## config.mk

```make
export PLATFORM = sky130hd
export DESIGN_NAME = mean_of_k_lowest_per_group_flat
export DESIGN_NICKNAME = d
export VERILOG_FILES = /design/src/rtl/mokl_pkg.sv /design/src/rtl/mokl_channels.sv /design/src/rtl/mokl_ram.sv /design/src/rtl/mokl_div.sv /design/src/rtl/mean_of_k_lowest_per_group.sv /design/src/flat_wrapper.sv
export SDC_FILE = /design/constraint.sdc
export NUM_CORES = 1
export LEC_CHECK = 0
export BUFFER_PORTS_ARGS = -buffer_cell sky130_fd_sc_hd__buf_4
export CORE_MARGIN = 10
export CORE_UTILIZATION = 55
export CTS_CLUSTER_SIZE = 12
export DETAILED_ROUTE_END_ITERATION = 16
export PLACE_DENSITY = 0.76
export SYNTH_ARGS = -nofsm -noshare
export SYNTH_HDL_FRONTEND = slang
export SYNTH_SLANG_ARGS = --single-unit
```

## constraint.sdc

```tcl
create_clock -name clk -period 3.95 [get_ports clk]
set_input_delay 0.395 -clock clk [delete_from_list [all_inputs] [get_ports clk]]
set_output_delay 0.395 -clock clk [all_outputs]
set_load 0.05 [all_outputs]
```

## src/rtl/mokl_pkg.sv

```systemverilog
// ----------------------------------------------------------------------------
// mokl_pkg
// Shared types and constants for the mean-of-k-lowest block.
// ----------------------------------------------------------------------------
package mokl_pkg;

	localparam int RUNS_W    = 16;  // runs_per_group register
	localparam int KEEP_W    = 5;   // keep_count register
	localparam int KT_W      = 5;   // kept_total result field
	localparam int CFG_W     = 16;  // widest register
	localparam int CFG_IDX_W = 4;

	localparam logic [CFG_IDX_W-1:0] REG_RUNS = 4'd0;
	localparam logic [CFG_IDX_W-1:0] REG_KEEP = 4'd1;

	typedef enum logic [2:0] {
		ST_IDLE,
		ST_SCAN,
		ST_SUM,
		ST_DSTART,
		ST_DIV
	} state_t;

endpackage

```

## src/rtl/mokl_channels.sv

```systemverilog
// ----------------------------------------------------------------------------
// mokl channels
// Valid/ready channels for sample beats and result beats.
// ----------------------------------------------------------------------------
interface sample_if #(
	parameter int TW = 32
);
	logic          valid;
	logic          ready;
	logic [TW-1:0] sample_time;

	modport source (output valid, output sample_time, input ready);
	modport sink   (input valid, input sample_time, output ready);
endinterface

interface result_if #(
	parameter int TW = 32,
	parameter int KW = 5
);
	logic          valid;
	logic          ready;
	logic [TW-1:0] group_mean;
	logic [KW-1:0] kept_total;

	modport source (output valid, output group_mean, output kept_total, input ready);
	modport sink   (input valid, input group_mean, input kept_total, output ready);
endinterface

```

## src/rtl/mokl_ram.sv

```systemverilog
// ----------------------------------------------------------------------------
// mokl_ram
// Generic single-write, single-read RAM with registered read data.
// ----------------------------------------------------------------------------
module mokl_ram #(
	parameter int WIDTH = 32,
	parameter int DEPTH = 16
) (
	input  logic                                  clk,
	input  logic                                  we,
	input  logic [(DEPTH > 1 ? $clog2(DEPTH) : 1)-1:0] waddr,
	input  logic [WIDTH-1:0]                      wdata,
	input  logic [(DEPTH > 1 ? $clog2(DEPTH) : 1)-1:0] raddr,
	output logic [WIDTH-1:0]                      rdata
);

	logic [WIDTH-1:0] mem [DEPTH];

	always_ff @(posedge clk) begin
		if (we) begin
			mem[waddr] <= wdata;
		end
		rdata <= mem[raddr];
	end

endmodule

```

## src/rtl/mokl_div.sv

```systemverilog
// ----------------------------------------------------------------------------
// mokl_div
// Restoring divider, one quotient bit per cycle.
// ----------------------------------------------------------------------------
module mokl_div #(
	parameter int NUM_W = 37,
	parameter int DEN_W = 5
) (
	input  logic             clk,
	input  logic             arst_n,
	input  logic             start,
	input  logic [NUM_W-1:0] num,
	input  logic [DEN_W-1:0] den,
	output logic             done,
	output logic [NUM_W-1:0] quot
);

	localparam int CW = $clog2(NUM_W + 1);

	logic [NUM_W-1:0] num_q;
	logic [NUM_W-1:0] quot_q;
	logic [DEN_W-1:0] den_q;
	logic [DEN_W-1:0] rem_q;
	logic [CW-1:0]    cnt_q;
	logic             busy_q;
	logic             done_q;

	logic [DEN_W:0] trial;
	logic           fits;

	assign trial = {rem_q, num_q[NUM_W-1]};
	assign fits  = trial >= {1'b0, den_q};

	always_ff @(posedge clk or negedge arst_n) begin
		if (!arst_n) begin
			busy_q <= 1'b0;
			done_q <= 1'b0;
			cnt_q  <= '0;
		end else if (start) begin
			busy_q <= 1'b1;
			done_q <= 1'b0;
			cnt_q  <= CW'(NUM_W);
		end else if (busy_q) begin
			cnt_q <= cnt_q - 1'b1;
			if (cnt_q == CW'(1)) begin
				busy_q <= 1'b0;
				done_q <= 1'b1;
			end
		end
	end

	always_ff @(posedge clk) begin
		if (start) begin
			num_q  <= num;
			den_q  <= den;
			rem_q  <= '0;
			quot_q <= '0;
		end else if (busy_q) begin
			num_q  <= num_q << 1;
			rem_q  <= fits ? DEN_W'(trial - {1'b0, den_q}) : trial[DEN_W-1:0];
			quot_q <= {quot_q[NUM_W-2:0], fits};
		end
	end

	assign done = done_q;
	assign quot = quot_q;

endmodule

```

## src/rtl/mean_of_k_lowest_per_group.sv

```systemverilog
// ----------------------------------------------------------------------------
// mean_of_k_lowest_per_group
// Keeps the keep_count smallest samples of each group in a RAM and emits
// the truncated mean of the kept samples on the last sample of a group.
//
//  channel   dir  payload                    handshake
//  samples   in   sample_time                valid/ready
//  results   out  group_mean, kept_total     valid/ready
//  wr_*      in   wr_index, wr_data          wr_en, no stall
//
// A sample that is appended, or that changes nothing, needs no rescan.
// A sample that replaces the largest kept entry makes the RAM read port
// rescan the store for the new largest entry.
// The last sample of a group sums the n kept entries over the read port,
// then runs the bit-serial divider, then loads the result register once
// that register is free.
// No clearing pass after reset; a waiting result does not block samples
// until the next group end needs the output register.
// ----------------------------------------------------------------------------
module mean_of_k_lowest_per_group #(
	parameter int MAX_KEEP   = 16,
	parameter int TIME_WIDTH = 32
) (
	input  logic                          clk,
	input  logic                          arst_n,
	input  logic                          wr_en,
	input  logic [mokl_pkg::CFG_IDX_W-1:0] wr_index,
	input  logic [mokl_pkg::CFG_W-1:0]     wr_data,
	sample_if.sink                        samples,
	result_if.source                      results
);

	localparam int CNT_W = $clog2(MAX_KEEP + 1);
	localparam int IDX_W = (MAX_KEEP > 1) ? $clog2(MAX_KEEP) : 1;
	localparam int SUM_W = TIME_WIDTH + CNT_W;

	mokl_pkg::state_t state_q, state_d;

	logic [mokl_pkg::RUNS_W-1:0] runs_q;
	logic [mokl_pkg::KEEP_W-1:0] keep_q;

	logic [CNT_W-1:0]            stored_q;
	logic [IDX_W-1:0]            slot_q;
	logic [TIME_WIDTH-1:0]       lval_q;
	logic [mokl_pkg::RUNS_W-1:0] run_q;
	logic [CNT_W-1:0]            tgt_q;
	logic [CNT_W-1:0]            rd_ptr_q;
	logic                        vld_s1;
	logic [CNT_W-1:0]            idx_s1;
	logic [SUM_W-1:0]            sum_q;

	logic                        out_vld_q;
	logic [TIME_WIDTH-1:0]       mean_q;
	logic [mokl_pkg::KT_W-1:0]   kept_q;

	logic [CNT_W-1:0]            limit;
	logic [mokl_pkg::RUNS_W-1:0] grp_len;
	logic [mokl_pkg::RUNS_W-1:0] run_nxt;
	logic                        grp_end;
	logic                        accept;
	logic                        append;
	logic                        replace;
	logic                        issue;
	logic                        last_s1;
	logic                        out_free;
	logic                        div_start;
	logic                        div_done;
	logic                        out_load;
	logic [SUM_W-1:0]            quot;

	logic                        ram_we;
	logic [IDX_W-1:0]            ram_waddr;
	logic [TIME_WIDTH-1:0]       ram_rdata;

	// Configuration registers
	always_ff @(posedge clk or negedge arst_n) begin
		if (!arst_n) begin
			runs_q <= mokl_pkg::RUNS_W'(1);
			keep_q <= mokl_pkg::KEEP_W'(1);
		end else if (wr_en) begin
			unique case (wr_index)
				mokl_pkg::REG_RUNS: runs_q <= wr_data[mokl_pkg::RUNS_W-1:0];
				mokl_pkg::REG_KEEP: keep_q <= wr_data[mokl_pkg::KEEP_W-1:0];
				default: ;
			endcase
		end
	end

	// Effective limits
	always_comb begin
		if (keep_q == '0) begin
			limit = CNT_W'(1);
		end else if (int'(keep_q) > MAX_KEEP) begin
			limit = CNT_W'(MAX_KEEP);
		end else begin
			limit = CNT_W'(keep_q);
		end
	end

	assign grp_len  = (runs_q == '0) ? mokl_pkg::RUNS_W'(1) : runs_q;
	assign run_nxt  = run_q + 1'b1;
	assign grp_end  = (run_nxt == '0) || (run_nxt >= grp_len);

	assign accept   = samples.valid && samples.ready;
	assign append   = stored_q < limit;
	assign replace  = !append && (stored_q != '0) && (samples.sample_time < lval_q);

	assign issue    = rd_ptr_q < tgt_q;
	assign last_s1  = vld_s1 && (idx_s1 == tgt_q - 1'b1);
	assign out_free = !out_vld_q || results.ready;

	assign ram_we    = accept && (append || replace);
	assign ram_waddr = append ? stored_q[IDX_W-1:0] : slot_q;

	// State register
	always_ff @(posedge clk or negedge arst_n) begin
		if (!arst_n) begin
			state_q <= mokl_pkg::ST_IDLE;
		end else begin
			state_q <= state_d;
		end
	end

	// Next state and control
	always_comb begin
		state_d       = state_q;
		samples.ready = 1'b0;
		div_start     = 1'b0;
		out_load      = 1'b0;
		unique case (state_q)
			mokl_pkg::ST_IDLE: begin
				samples.ready = 1'b1;
				if (samples.valid) begin
					if (grp_end) begin
						state_d = mokl_pkg::ST_SUM;
					end else if (replace) begin
						state_d = mokl_pkg::ST_SCAN;
					end
				end
			end
			mokl_pkg::ST_SCAN: begin
				if (last_s1) begin
					state_d = mokl_pkg::ST_IDLE;
				end
			end
			mokl_pkg::ST_SUM: begin
				if (last_s1) begin
					state_d = mokl_pkg::ST_DSTART;
				end
			end
			mokl_pkg::ST_DSTART: begin
				div_start = 1'b1;
				state_d   = mokl_pkg::ST_DIV;
			end
			mokl_pkg::ST_DIV: begin
				if (div_done && out_free) begin
					out_load = 1'b1;
					state_d  = mokl_pkg::ST_IDLE;
				end
			end
			default: state_d = mokl_pkg::ST_IDLE;
		endcase
	end

	// Store bookkeeping and read sweeps
	always_ff @(posedge clk or negedge arst_n) begin
		if (!arst_n) begin
			stored_q <= '0;
			slot_q   <= '0;
			run_q    <= '0;
			rd_ptr_q <= '0;
			vld_s1   <= 1'b0;
		end else if (state_q == mokl_pkg::ST_IDLE) begin
			rd_ptr_q <= '0;
			vld_s1   <= 1'b0;
			if (accept) begin
				run_q <= grp_end ? '0 : run_nxt;
				if (grp_end) begin
					stored_q <= '0;
					slot_q   <= '0;
				end else if (append) begin
					stored_q <= stored_q + 1'b1;
					// newest index wins a tie for largest
					if (stored_q == '0 || samples.sample_time >= lval_q) begin
						slot_q <= stored_q[IDX_W-1:0];
					end
				end
			end
		end else if (state_q == mokl_pkg::ST_SCAN || state_q == mokl_pkg::ST_SUM) begin
			if (issue) begin
				rd_ptr_q <= rd_ptr_q + 1'b1;
			end
			vld_s1 <= issue;
			if (state_q == mokl_pkg::ST_SCAN && vld_s1 &&
			    (idx_s1 == '0 || ram_rdata >= lval_q)) begin
				slot_q <= idx_s1[IDX_W-1:0];
			end
		end
	end

	always_ff @(posedge clk) begin
		if (state_q == mokl_pkg::ST_IDLE) begin
			sum_q <= '0;
			if (accept) begin
				if (grp_end) begin
					tgt_q <= append ? stored_q + 1'b1 : stored_q;
				end else begin
					tgt_q <= stored_q;
				end
				if (append && (stored_q == '0 || samples.sample_time >= lval_q)) begin
					lval_q <= samples.sample_time;
				end
			end
		end else begin
			idx_s1 <= rd_ptr_q;
			if (vld_s1) begin
				if (state_q == mokl_pkg::ST_SCAN) begin
					if (idx_s1 == '0 || ram_rdata >= lval_q) begin
						lval_q <= ram_rdata;
					end
				end else if (state_q == mokl_pkg::ST_SUM) begin
					sum_q <= sum_q + SUM_W'(ram_rdata);
				end
			end
		end
	end

	// Result register
	always_ff @(posedge clk or negedge arst_n) begin
		if (!arst_n) begin
			out_vld_q <= 1'b0;
		end else if (out_load) begin
			out_vld_q <= 1'b1;
		end else if (results.ready) begin
			out_vld_q <= 1'b0;
		end
	end

	always_ff @(posedge clk) begin
		if (out_load) begin
			mean_q <= quot[TIME_WIDTH-1:0];
			kept_q <= mokl_pkg::KT_W'({{mokl_pkg::KT_W{1'b0}}, tgt_q});
		end
	end

	assign results.valid      = out_vld_q;
	assign results.group_mean = mean_q;
	assign results.kept_total = kept_q;

	mokl_ram #(
		.WIDTH (TIME_WIDTH),
		.DEPTH (MAX_KEEP)
	) u_store (
		.clk   (clk),
		.we    (ram_we),
		.waddr (ram_waddr),
		.wdata (samples.sample_time),
		.raddr (rd_ptr_q[IDX_W-1:0]),
		.rdata (ram_rdata)
	);

	mokl_div #(
		.NUM_W (SUM_W),
		.DEN_W (CNT_W)
	) u_div (
		.clk    (clk),
		.arst_n (arst_n),
		.start  (div_start),
		.num    (sum_q),
		.den    (tgt_q),
		.done   (div_done),
		.quot   (quot)
	);

`ifndef SYNTH
	a_append_grows: assert property (@(posedge clk) disable iff (!arst_n)
		(accept && append && !grp_end) |=> (stored_q == $past(stored_q) + 1'b1))
		else $error("stored count did not advance on append");

	a_slot_in_range: assert property (@(posedge clk) disable iff (!arst_n)
		(state_q == mokl_pkg::ST_IDLE && stored_q != '0) |->
		(CNT_W'(slot_q) < stored_q))
		else $error("largest slot outside held entries");

	a_div_nonzero: assert property (@(posedge clk) disable iff (!arst_n)
		div_start |-> (tgt_q != '0))
		else $error("mean started over an empty store");
`endif

endmodule
```

## src/flat_wrapper.sv

```systemverilog
// flat-port wrapper written by rule: the top's interface ports become plain ports
module mean_of_k_lowest_per_group_flat 
#(
	parameter int MAX_KEEP   = 16,
	parameter int TIME_WIDTH = 32
)
  (clk, arst_n, wr_en, wr_index, wr_data, samples_valid, samples_sample_time, samples_ready, results_valid, results_group_mean, results_kept_total, results_ready);
  sample_if samples_i ();
  result_if results_i ();
  input  logic clk;
  input  logic arst_n;
  input  logic wr_en;
  input  logic [mokl_pkg::CFG_IDX_W-1:0] wr_index;
  input  logic [mokl_pkg::CFG_W-1:0] wr_data;
  input wire logic [$bits(samples_i.valid)-1:0] samples_valid;
  input wire logic [$bits(samples_i.sample_time)-1:0] samples_sample_time;
  output wire logic [$bits(samples_i.ready)-1:0] samples_ready;
  output wire logic [$bits(results_i.valid)-1:0] results_valid;
  output wire logic [$bits(results_i.group_mean)-1:0] results_group_mean;
  output wire logic [$bits(results_i.kept_total)-1:0] results_kept_total;
  input wire logic [$bits(results_i.ready)-1:0] results_ready;
  assign samples_i.valid = samples_valid;
  assign samples_i.sample_time = samples_sample_time;
  assign samples_ready = samples_i.ready;
  assign results_valid = results_i.valid;
  assign results_group_mean = results_i.group_mean;
  assign results_kept_total = results_i.kept_total;
  assign results_i.ready = results_ready;
  mean_of_k_lowest_per_group #(.MAX_KEEP(MAX_KEEP), .TIME_WIDTH(TIME_WIDTH)) u_core (.clk(clk), .arst_n(arst_n), .wr_en(wr_en), .wr_index(wr_index), .wr_data(wr_data), .samples(samples_i), .results(results_i));
endmodule
```

== Word-level counts from Yosys, hierarchy flattened ==
Memory sizes are Yosys's and may differ from the RTL's. A register that Yosys moved wholly into a read port is not among the register bits.
Index checks and enable logic that the tools add are counted.

* Bits in registers: 259
* RAM bits: 512
* Bits of input ports: 57
* Output and inout bits: 39
* Word-level logic and storage cells: 150
* Memories kept: 1

{| class="wikitable"
|+ Memory list
! memory !! depth !! width !! read ports !! clocked after Yosys merged registers in !! write ports !! line !! text
|-
| u_core.u_store.mem || 16 || 32 || 1 || 1 || 1 || mokl_ram.sv:17 || <nowiki>logic [WIDTH-1:0] mem [DEPTH];</nowiki>
|}

* $add $sub $neg: 7
* $lt $le $gt $ge: 8
* Eq/ne operators: 16
* Muxes and demuxes: 52
* Bitwise logic cells: 1
* Reduce and logical (&&, ||, !) cells: 43

{| class="wikitable"
|+ Operator list
! operator !! number
|-
| 2-to-1 mux 32 bit || 6
|-
| 2-to-1 mux 37 bit || 2
|-
| greater-or-equal comparator 32 bit || 2
|-
| 2-to-1 mux 5 bit || 9
|-
| adder 37 x 32 -> 37 bit || 1
|-
| logical NOT 16 bit || 2
|-
| less-than comparator 32 bit || 1
|-
| 2-to-1 mux 16 bit || 2
|-
| 2-to-1 mux 4 bit || 8
|-
| 2-to-1 mux 3 bit || 6
|-
| nonzero test 2 bit || 9
|-
| adder 16 x 1 -> 16 bit, second input constant || 1
|-
| greater-or-equal comparator 16 bit || 1
|-
| 2-to-1 mux 1 bit || 16
|-
| logical NOT 5 bit || 3
|-
| case mux 3 bit (5 select lines) || 1
|-
| AND reduction 5 bit || 3
|-
| 2-to-1 mux 6 bit || 2
|-
| adder 5 x 1 -> 5 bit, second input constant || 2
|-
| less-than comparator 5 bit || 2
|-
| AND reduction 2 bit || 5
|-
| logical AND 1 bit || 9
|-
| inequality test 2 x 1 -> 1 bit, second input constant || 4
|-
| equality test 3 x 2 -> 1 bit, second input constant || 2
|-
| 20 further kinds || 28
|}

== Depth between registers and ports, before layout ==
Gate-level depths: netlist of the first run.

* Word-level depth: 11
* Gate-level depth with buffers: 15

== By module ==
Synthesis of the first run repeated with hierarchy kept, for this count alone.

* Cells, all modules: 2305
* Area total of the unflattened synthesis: 34553.1 um^2

{| class="wikitable"
|+ By module, submodules not included
! module !! instances !! cells an instance !! area an instance (um^2) !! sequential area each (um^2)
|-
| mokl_ram || 1 || 838 || 19854.0 || 16015.4
|-
| mean_of_k_lowest_per_group || 1 || 1176 || 10905.5 || 4516.8
|-
| mokl_div || 1 || 291 || 3793.6 || 2302.2
|}

== Worst setup path after synthesis of the first run ==
No wires, ideal clock.

* Path kind: input port to flip-flop
* Start point: input port samples_sample_time[25]
* End point: memory u_core.u_store.mem[14][0] (enable)
* Library setup time: 0.421 ns
* Arrival: 3.433 ns
* Data required time: 3.529 ns
* Path slack: 0.096 ns
* Stages on the path: 10
* Buffers on the path: 0
* Cell sequence: ha_1 -> a21o_1 -> nand3_1 -> a21oi_1 -> a2111oi_0 -> nand3_1 -> nor2_1 -> a32o_1 -> nand2_1 -> nor2_1

* Longest elaborated chain between the ends: 6

{| class="wikitable"
|+ Ends and longest elaborated chain
! item !! line !! text
|-
| from (decl) || flat_wrapper.sv:16 || <nowiki>input wire logic [$bits(samples_i.sample_time)-1:0] samples_sample_time;</nowiki>
|-
| less-than comparator 32 bit || mean_of_k_lowest_per_group.sv:106 || <nowiki>assign replace = !append && (stored_q != '0) && (samples.sample_time < lval_q);</nowiki>
|-
| logical AND 1 bit || mean_of_k_lowest_per_group.sv:106 ||
|-
| logical OR 1 bit || mean_of_k_lowest_per_group.sv:112 || <nowiki>assign ram_we = accept && (append || replace);</nowiki>
|-
| logical AND 1 bit || mean_of_k_lowest_per_group.sv:112 ||
|-
| 2-to-1 mux 1 bit || mokl_ram.sv:20 || <nowiki>if (we) begin</nowiki>
|-
| 2-to-1 mux 1 bit (not written as such) || mokl_ram.sv:21 || <nowiki>mem[waddr] <= wdata;</nowiki>
|-
| to (decl) || mokl_ram.sv:17 ||
|}

Every way passes these cells.

== Final worst setup path of the first run ==
* Start point: register u_core.run_q[0] in the netlist's numbering
* End point: register u_core.stored_q[0]

* Longest elaborated chain between the ends: 4
* Elaborated cells between the ends (all ways): 5
* Classes of those cells: add/sub (1); order compare (1); mux (1); reduce/logical (2)

{| class="wikitable"
|+ Ends and longest elaborated chain
! item !! line !! text
|-
| from (decl) || mean_of_k_lowest_per_group.sv:45 || <nowiki>logic [mokl_pkg::RUNS_W-1:0] run_q;</nowiki>
|-
| from (signal assigned) || mean_of_k_lowest_per_group.sv:177 || <nowiki>run_q <= grp_end ? '0 : run_nxt;</nowiki>
|-
| adder 16 x 1 -> 16 bit * || mean_of_k_lowest_per_group.sv:101 || <nowiki>assign run_nxt = run_q + 1'b1;</nowiki>
|-
| greater-or-equal comparator 16 bit or logical NOT 16 bit (tied branches) || mean_of_k_lowest_per_group.sv:102 || <nowiki>assign grp_end = (run_nxt == '0) || (run_nxt >= grp_len);</nowiki>
|-
| logical OR 1 bit * || mean_of_k_lowest_per_group.sv:102 ||
|-
| 2-to-1 mux 5 bit * || mean_of_k_lowest_per_group.sv:178 || <nowiki>if (grp_end) begin</nowiki>
|-
| to (signal assigned) || mean_of_k_lowest_per_group.sv:182 || <nowiki>stored_q <= stored_q + 1'b1;</nowiki>
|-
| to (decl) || mean_of_k_lowest_per_group.sv:42 || <nowiki>logic [CNT_W-1:0] stored_q;</nowiki>
|}

Every way passes the cells marked *; elsewhere a longest branch is shown, timed or not.
A chain may end at the register's enable or synchronous reset.

==> results of run 1 <==
## cells in the mapped netlist, types with 5 or more instances
cell type and n:
a211oi_1 16, nor2_1 101, mux4_2 160, nand2_1 328, a21oi_1 65, a31oi_1 13, dfxtp_1 106, o21bai_1 8
a22o_1 5, nand4_1 16, dfrtp_1 62, a21o_1 24, xnor2_1 33, mux2i_1 39, nand3_1 35, mux2_2 9
nor4_1 13, nand2b_1 14, o21a_1 8, xor2_1 29, o31ai_1 6, nor3_1 25, o21ai_1 8, buf_4 7
nor2b_1 8, a211o_1 5, and3_1 7, clkbuf_1 62, o21ai_0 104, ha_1 132, buf_1 23, inv_1 94
o41ai_2 5, edfxtp_1 633
## critical path, stage by stage, from the launching register on
cell      delay (ns)
dfrtp_1         0.50
ha_1            0.35
nand4_2         0.21
nor3_4          0.30
and3_1          0.20
xor2_1          0.23
ha_1            0.19
nand4_1         0.13
or3_1           0.39
o22ai_1         0.12
a211o_1         0.32
nand2b_4        0.32
nor2_1          0.08
mux2_2          0.26
## logic make-up (layout without fill, tap and decap cells)
group / count (synthesis) / in the layout / share of synthesized area
other: 0 / 3 / 0
DFF: 803 / 803 / 0.663
buffers and inverters: 191 / 415 / 0.0220
and+or+nand+nor: 576 / 576 / 0.0738
muxes: 209 / 209 / 0.120
adders and majority gates: 134 / 134 / 0.0493
AOI/OAI and AO/OA: 304 / 304 / 0.0566
xor gates and xnor gates: 62 / 62 / 0.0158
## metal layers
metal  vias up  GRT usage  wire (um)
met5         -          0         23
met2       769      0.368      39700
met1     10239      0.282      31400
met4         4     0.0658       2030
li1       8982          -          -
met3       139     0.0403       5410
## worst max-delay path by stage
| stage | endpoint | depth (start not counted) | startpoint |
|---|---|---|---|
| 2_1_floorplan | u_core.u_store.mem[14][0] | 10 | samples_sample_time[25] |
| 3_3_place_gp | u_core.u_store.mem[11][13] | 11 | samples_sample_time[30] |
| 3_5_place_dp | u_core.u_store.mem[15][19] | 13 | samples_sample_time[25] |
| 4_1_cts | u_core.stored_q[0] | 13 | u_core.run_q[0] |
| 5_1_grt | u_core.u_store.mem[13][10] | 13 | u_core.keep_q[4] |
| 6_report | u_core.stored_q[0] | 13 | u_core.run_q[0] |
## power by group
part | switching, mW | internal (mW)
Clock | 3.16 | 4.19
Combinational | 0.308 | 0.173
Sequential | 0.0337 | 9.15
## state kept, by name, indices dropped and copies added, names as in the netlist, 3 cells and up
register and flops:
u_core.u_store.rdata 32, u_core.lval_q 32, u_core.rd_ptr_q 5, u_core.sum_q 37, u_core.keep_q 5, u_core.run_q 16
u_core.u_div.den_q 5, u_core.runs_q 16, u_core.results.kept_total 5, u_core.stored_q 5, u_core.state_q 3, u_core.u_div.cnt_q 6
u_core.slot_q 4, u_core.u_div.num_q 37, u_core.results.group_mean 32, u_core.idx_s1 5, u_core.tgt_q 5, u_core.u_div.quot 32
u_core.u_store.mem 512, u_core.u_div.rem_q 5
## per-stage QoR
stage	util	hold slack, ns	worst slack (ns)
global placement	0.591	0.419	0.373
floorplan	-	0.0994	0.0961
global route	0.635	0.0666	0.0261
finish	0.635	0.0778	0.229
CTS	0.635	0.0432	0.281
detailed placement	0.591	0.432	0.278
## cell type report
cell class                 instances  area share
sequential                       803       0.580
timing repair buffer             169      0.0392
inverter                          94     0.00900
tap                              837      0.0267
multi-input combinational       1285       0.279
clock buffer                     133      0.0593
antenna                            3    0.000192
clock inverter                    19     0.00591
==> results_dict.tcl, run 1 <==
set metrics [dict create \
    seqCellArea_mm2 0.0227 \
    drt_pass1_iterations 5 \
    dieWidth_um 270 \
    tightest_slew_ns 1.13 \
    synth_edf_count 633 \
    synth_top_cell_by_area "edfxtp_1" \
    yosysWarnings 0 \
    overflow 0 \
    num_rows 91 \
    worstSetupEndpointType "flip-flop" \
    setup_viol 0 \
    drtAntennaViolNets 0 \
    die_area_mm2 0.0728 \
    cts_tree "built" \
    synth.avg_cell_area_um2 15.1 \
    boundaryPins 96 \
    p_leak_nw 14.1 \
    placed_cell_area_mm2 0.0365 \
    status "finished, final reports clean" \
    ff2ff_path_depth 13 \
    n_fill_cell 4377 \
    path_class "reg -> reg" \
    gp_congestion 0.862 \
    max_slew_margin 0.248 \
    nets 2626 \
    drc 0 \
    cts_hold_buf 17 \
    core_mm2 0.0617 \
    cts_resized 0 \
    synthToLayoutAreaGrowth_pct 14.3 \
    min_path_type "in -> reg" \
    ys_seq_elements 803 \
    period_minus_slack_ns 3.72 \
    place_inst 3171 \
    io_buffers 95 \
    htreeDepth 3 \
    worstPathRequired_ns 4.46 \
    grt_max_degree 133 \
    layout_common_cells "edfxtp_1, nand2_1, mux4_2, buf_4, ha_1" \
    fp.dieH_um 270 \
    power_mw 17.0 \
    worst_setup_path_start_kind "flip-flop" \
    instances_no_fill 3343 \
    multiInputGateArea_mm2 0.0110 \
    layout-drive-gt1-share 0.187 \
    wl_um 78600 \
    start_util 0.556 \
    vdd_drop_max_mv 0.638 \
    antenna_found_initial 3 \
    async_flop_share 0.0797 \
    synth_cell_types 73 \
    via_per_inst 6.02 \
    grt_pass1_wl_um 123000 \
    postLayoutCellArea_mm2 0.0392 \
    grt_setup_unrepaired "no" \
    syn_inst 2279 \
    max_freq_mhz 269 \
    worstReg2RegEnd "u_core.stored_q[0]" \
    yosysTopAreaCellShare 0.554 \
    grt_pass1_vias 20519 \
    root_buffer "clkbuf_16" \
    numCtsBuffers 82 \
    ys_seq_area_frac 0.663 \
    worstHoldEndpoint "u_core.u_store.mem[10][25]" \
    drv_slew 0 \
    tns_ns 0 \
    syn_nets 2470 \
    hpwl_um 47800 \
    num_vias 20133 \
    finalCritPeriodShare 0.942 \
    maxCapViolCount 0 \
    ys.flop_type "edfxtp_1" \
    grt_usage 0.217 \
    rrSetupSlack_ns 0.23 \
    critical_path_arrival_ns 4.23 \
    critical_path_peak_fanout 12 \
    reg2reg_from "u_core.run_q[0]" \
    hold_viol 0 \
    clockBufferDepth 3 \
    post_cts_buffers 0 \
    drtIter0Drc 1848 \
    cts.clk_slew.worst_paths_ns 0.06 \
    hp-start "samples_sample_time[25]" \
    skew_ns 0.0332 \
    wl_per_cell_um 23.5 \
    netlist_top_cells_area "edfxtp_1, mux4_2, dfxtp_1" \
    clock_latency_ns 0.64 \
    mostFrequentLayoutCell "edfxtp_1" \
    hold_depth 1 \
    cts_sinks 803 \
    cellPowerDensity_mw_per_mm2 434 \
    synth_area_mm2 0.0343 \
]
(Power assumes the default switching activity.)
==> inputs of run 2 (changes only) <==
PLACE_DENSITY = 0.74   (was 0.76)
==> run 2 against run 1 <==
Core utilization about the same. Sequential power about the same. Clock skew is 0.012 ns lower. Combinational power increased by 4%. Cell area about the same. Hold slack gained 0.011 ns. Critical path depth up 1. Critical endpoint is now u_core.slot_q[2]. Largest cell class unchanged.
==> results_dict.tcl, run 2 (same netlist as run 1, synthesis figures left out) <==
set metrics [dict create \
    skew_ns 0.0214 \
    worstPathRequired_ns 4.46 \
    worst_path_max_delay_cell "dfrtp_1" \
    overflow 0 \
    hold_depth 1 \
    num_rows 91 \
    finalCritPeriodShare 0.956 \
    worstSetupEndpointType "flip-flop" \
    max_freq_mhz 265 \
    hold_viol 0 \
    worstHoldEndpoint "u_core.u_store.mem[11][10]" \
    gp_congestion 0.883 \
    worstReg2RegEnd "u_core.slot_q[2]" \
    die_area_mm2 0.0728 \
    min_path_type "in -> reg" \
    tightest_slew_ns 1.34 \
    p_leak_nw 14.1 \
    reg2reg_from "u_core.run_q[3]" \
    drv_slew 0 \
    numCtsBuffers 82 \
    drtAntennaViolNets 0 \
    cts_tree "built" \
    antenna_found_initial 0 \
    vdd_drop_max_mv 0.408 \
    max_slew_margin 0.107 \
    post_cts_buffers 0 \
    mostFrequentLayoutCell "edfxtp_1" \
    via_per_inst 6.00 \
    dieWidth_um 270 \
    root_buffer "clkbuf_16" \
    cts_sinks 803 \
    boundaryPins 96 \
    grt_max_degree 133 \
    period_minus_slack_ns 3.78 \
    wl_um 78000 \
    grt_pass1_wl_um 121000 \
    n_antenna_cell 0 \
    postLayoutCellArea_mm2 0.0392 \
    status "finished, final reports clean" \
    nets 2633 \
    regMostFlops "u_core.u_store.mem" \
    ff2ff_path_depth 14 \
    drc 0 \
    n_fill_cell 4415 \
    io_buffers 95 \
    synthToLayoutAreaGrowth_pct 14.2 \
    clockBufferDepth 3 \
    core_mm2 0.0617 \
    slowest_delay_ns 0.50 \
    wl_per_cell_um 23.3 \
    layout_common_cells "edfxtp_1, nand2_1, mux4_2, buf_4, ha_1" \
    hpwl_um 48300 \
    path_cells "nand2_1, nor4_1, nand3_1, xnor2_1, ha_1, a21oi_1, nor2b_1, o21ai_0, nand2b_1, a211o_1, buf_4, nand2b_4, a22oi_4, mux2_1" \
    maxCapViolCount 0 \
    path_class "reg -> reg" \
    grt_usage 0.212 \
    largest_register_ffs 512 \
    drt_pass1_iterations 5 \
    placed_cell_area_mm2 0.0364 \
    cts.clk_slew.worst_paths_ns 0.06 \
    utilization 0.635 \
    cellPowerDensity_mw_per_mm2 434 \
    start_util 0.556 \
    clock_latency_ns 0.63 \
    largestRegisters "u_core.u_store.mem x512, u_core.sum_q x37, u_core.u_div.num_q x37" \
    critical_path_peak_fanout 8 \
    setup_viol 0 \
    fp.dieH_um 270 \
    hp-start "samples_sample_time[10]" \
    critical_path_arrival_ns 4.29 \
    place_inst 3172 \
    drtIter0Drc 1852 \
    htreeDepth 3 \
    layout-drive-gt1-share 0.190 \
    worst_setup_path_start_kind "flip-flop" \
    instances_no_fill 3347 \
    rrSetupSlack_ns 0.17 \
    grt_pass1_vias 20476 \
    num_vias 20067 \
]
## run 2: changes by cell type in the layout (fill, tap and decap cells not counted), moves of 3 or more
| cell | before | now |
|---|---|---|
| diode_2 | 3 | 0 |
| buf_12 | 18 | 14 |
| buf_4 | 134 | 139 |
| nor2_2 | 3 | 6 |
| inv_6 | 0 | 3 |
## run 2: per-layer routing
metal	wire [um]	part of all wire	track usage	up-vias
met4	2390	0.031	0.0769	0
met3	5380	0.069	0.0348	141
met1	32300	0.41	0.286	10187
met2	37900	0.49	0.346	755
met5	0	0	0	-
li1	-	-	-	8984
## run 2: worst max-delay path, delay by kind of cell, from the launching register on
kind | cells | cell delay, ns
buffers and inverters | 1 | 0.18
flip-flops | 1 | 0.50
XOR/XNOR | 1 | 0.24
multiplexers | 1 | 0.35
AO/OA/AOI/OAI | 4 | 0.91
adder cells (fa/ha/maj) | 1 | 0.29
AND/OR/NAND/NOR | 6 | 1.21
## run 2: worst max-delay path by stage
| stage | endpoint | slack (ns) | start |
|---|---|---|---|
| 3_5_place_dp | u_core.u_store.mem[8][14] | -0.10 | samples_sample_time[25] |
| 3_3_place_gp | u_core.u_store.mem[9][12] | 0.05 | samples_sample_time[25] |
| 5_1_grt | u_core.u_store.mem[11][12] | -0.02 | u_core.lval_q[11] |
| 2_1_floorplan | u_core.u_store.mem[14][0] | 0.1 | samples_sample_time[25] |
| 4_1_cts | u_core.u_store.mem[3][5] | 0.003 | u_core.lval_q[25] |
| 6_report | u_core.slot_q[2] | 0.17 | u_core.run_q[3] |
## run 2: power by group
part / total, mW / switching, mW / internal, mW
Clock: 7.33 / 3.12 / 4.21
Sequential: 9.18 / 0.0337 / 9.15
Combinational: 0.501 / 0.315 / 0.186
Total: 17.0 / 3.47 / 13.5
## run 2: final cells by class
cell class                 count  area [um2]  area share
sequential                   803       22700       0.581
multi-input combinational   1287       11000       0.280
clock buffer                 134        2350      0.0600
timing repair buffer         174        1540      0.0392
tap                          837        1050      0.0267
inverter                      94         353     0.00901
clock inverter                18         178     0.00453
## run 2: what timing repair did
action | in CTS | in global routing
hold buffers | 19 | 0
hold endpoints to repair | 82 | 0
setup endpoints to repair | 0 | 104
gates resized for setup | 0 | 4
## run 2: through the flow
stage	worst slack (ns)	total power, mW	TNS [ns]	hold WS [ns]
finish	0.172	17.0	0	0.0885
global route	-0.0167	17.5	-0.0936	0.0859
global placement	0.0482	9.80	0	0.416
CTS	0.00326	17.1	0	0.0624
detailed placement	-0.100	9.83	-7.74	0.440
floorplan	0.0961	9.56	0	0.0994
==> inputs of run 3 (changes only) <==
CORE_UTILIZATION = 60   (was 55)
PLACE_DENSITY = 0.77   (was 0.74)
clock period = 3.7 ns   (was 3.95 ns; I/O delays follow)
==> run 3 against run 2 <==
Clock power grew 6.7%. Sequential power rose by 6.8%. Setup slack gained 0.070 ns. First-iteration DRC count decreased by 0.43%. Sequential share of layout area rose by 0.14 points. Highest routed layer is now met5.
==> results_dict.tcl, run 3 (same netlist as run 1, synthesis figures left out) <==
set metrics [dict create \
    power_mw 18.1 \
    tightest_slew_ns 1.16 \
    largestRegisters "u_core.u_store.mem x512, u_core.sum_q x37, u_core.u_div.num_q x37" \
    largest_register_ffs 512 \
    grt_pass1_wl_um 121000 \
    seqPwrFrac 0.541 \
    maxCapViolCount 0 \
    skew_ns 0.0255 \
    synthToLayoutAreaGrowth_pct 13.9 \
    n_fill_cell 3624 \
    period_minus_slack_ns 3.46 \
    die_area_mm2 0.0671 \
    setup_viol 0 \
    clockBufferDepth 3 \
    nets 2619 \
    grt_max_degree 133 \
    layout_common_cells "edfxtp_1, nand2_1, mux4_2, ha_1, buf_4" \
    status "finished, final reports clean" \
    fp.dieH_um 259 \
    critical_path_peak_fanout 6 \
    regMostFlops "u_core.u_store.mem" \
    worst_setup_path_start_kind "flip-flop" \
    worstSetupEndpointType "flip-flop" \
    dr.max_layer_used "met5" \
    drtAntennaViolNets 0 \
    numCtsBuffers 82 \
    reg2reg_from "u_core.runs_q[9]" \
    wl_met2_um 37800 \
    crit_family "compound AO/OA/AOI/OAI gates" \
    path_class "reg -> reg" \
    grt_setup_unrepaired "no" \
    p_leak_nw 14.1 \
    gp_congestion 0.880 \
    p_sw_mw 3.74 \
    boundaryPins 96 \
    num_rows 87 \
    cts_tree "built" \
    overflow 0 \
    path_buf_inv 0 \
    worstPathRequired_ns 4.22 \
    clock_power_share 0.432 \
    antenna_found_initial 2 \
    grt_pass1_vias 20429 \
    worst_path_max_delay_cell "nor4_1" \
    wl_um 78000 \
    p_comb_frac 0.028 \
    multiInputGateArea_mm2 0.0110 \
    slowest_delay_ns 0.46 \
    critical_path_arrival_ns 3.97 \
    cts_sinks 803 \
    seqCellArea_mm2 0.0227 \
    max_slew_margin 0.221 \
    wl_met3_um 6700 \
    min_path_type "in -> reg" \
    path_cells "nor4_1, a41o_1, ha_1, nand2b_1, a31oi_1, o211ai_1, a211oi_1, o22ai_1, a211o_2, nand2b_4, a22oi_4, mux2_1" \
    hold_viol 0 \
    hpwl_um 46300 \
    io_buffers 95 \
    cellPowerDensity_mw_per_mm2 463 \
    via_per_inst 6.21 \
    rrSetupSlack_ns 0.24 \
    wl_met1_um 31000 \
    worstHoldEndpoint "u_core.u_store.mem[15][28]" \
    cellInternalPower_mw 14.4 \
    wl_per_cell_um 24.0 \
    cts.clk_slew.worst_paths_ns 0.07 \
    num_vias 20198 \
    clock_latency_ns 0.64 \
    drtIter0Drc 1844 \
    root_buffer "clkbuf_16" \
    layout-drive-gt1-share 0.187 \
    drt_pass1_iterations 7 \
    ff2ff_path_depth 12 \
    max_freq_mhz 289 \
    vdd_drop_max_mv 0.397 \
    grt_usage 0.236 \
    utilization 0.692 \
    finalCritPeriodShare 0.935 \
    mostFrequentLayoutCell "edfxtp_1" \
    dieWidth_um 259 \
    hold_depth 1 \
    htreeDepth 3 \
    swShare 0.206 \
    worstReg2RegEnd "u_core.slot_q[2]" \
    drv_slew 0 \
    start_util 0.607 \
    hp-start "samples_sample_time[28]" \
    drc 0 \
    core_mm2 0.0565 \
]
==> run 3: layer usage <==
metal,vias to the layer above,global-route usage
li1,8956,-
met1,10095,0.320
met2,991,0.379
met3,154,0.0427
met4,2,0.0866
met5,-,0
==> run 3: final cells by class <==
cell class	count	area share
inverters	94	0.00903
multi-input cells	1285	0.280
repair buffers	162	0.0399
diodes	1	0.0000640
clock buffers	131	0.0601
flip-flops and latches	803	0.582
well taps	756	0.0242
clock inverters	19	0.00432
==> run 3: power by group through the flow <==
stage	clock [mW]	sequential (mW)	combinational [mW]
after floorplan	0	9.98	0.227
after global placement	0	9.98	0.453
after detailed placement	0	9.98	0.479
after CTS	7.94	9.80	0.498
after global routing	8.29	9.80	0.556
final	7.82	9.80	0.501
==> run 3: worst max path at each step <==
stage / startpoint / to / slack [ns] / depth (start not counted)
after global routing: u_core.run_q[1] / u_core.stored_q[0] / 0.01 / 13
after CTS: u_core.run_q[0] / u_core.stored_q[0] / 0.08 / 13
after floorplan: samples_sample_time[25] / u_core.u_store.mem[14][0] / -0.13 / 10
after global placement: u_core.run_q[0] / u_core.stored_q[0] / 0.19 / 13
final: u_core.runs_q[9] / u_core.slot_q[2] / 0.24 / 12
after detailed placement: u_core.run_q[0] / u_core.stored_q[0] / 0.11 / 13
==> run 3: repair_timing <==
| item | in CTS | in global routing |
|---|---|---|
| hold endpoints to repair | 83 | 0 |
| resized for setup | 0 | 4 |
| endpoints found under the setup margin | 0 | 21 |
| buffers inserted | 0 | 0 |
| hold buffers | 17 | 0 |
==> run 3: per-stage QoR <==
stage | hold WS (ns) | TNS (ns) | worst slack (ns) | area (um2) | cells
floorplan | 0.0744 | -35.67 | -0.129 | 34300 | 2279
global placement | 0.422 | 0 | 0.186 | 36400 | 3083
detailed placement | 0.413 | 0 | 0.108 | 36400 | 3083
CTS | 0.0308 | 0 | 0.0754 | 39100 | 3250
global route | 0.0580 | 0 | 0.0117 | 39100 | 3251
finish | 0.0523 | 0 | 0.242 | 39100 | 3251
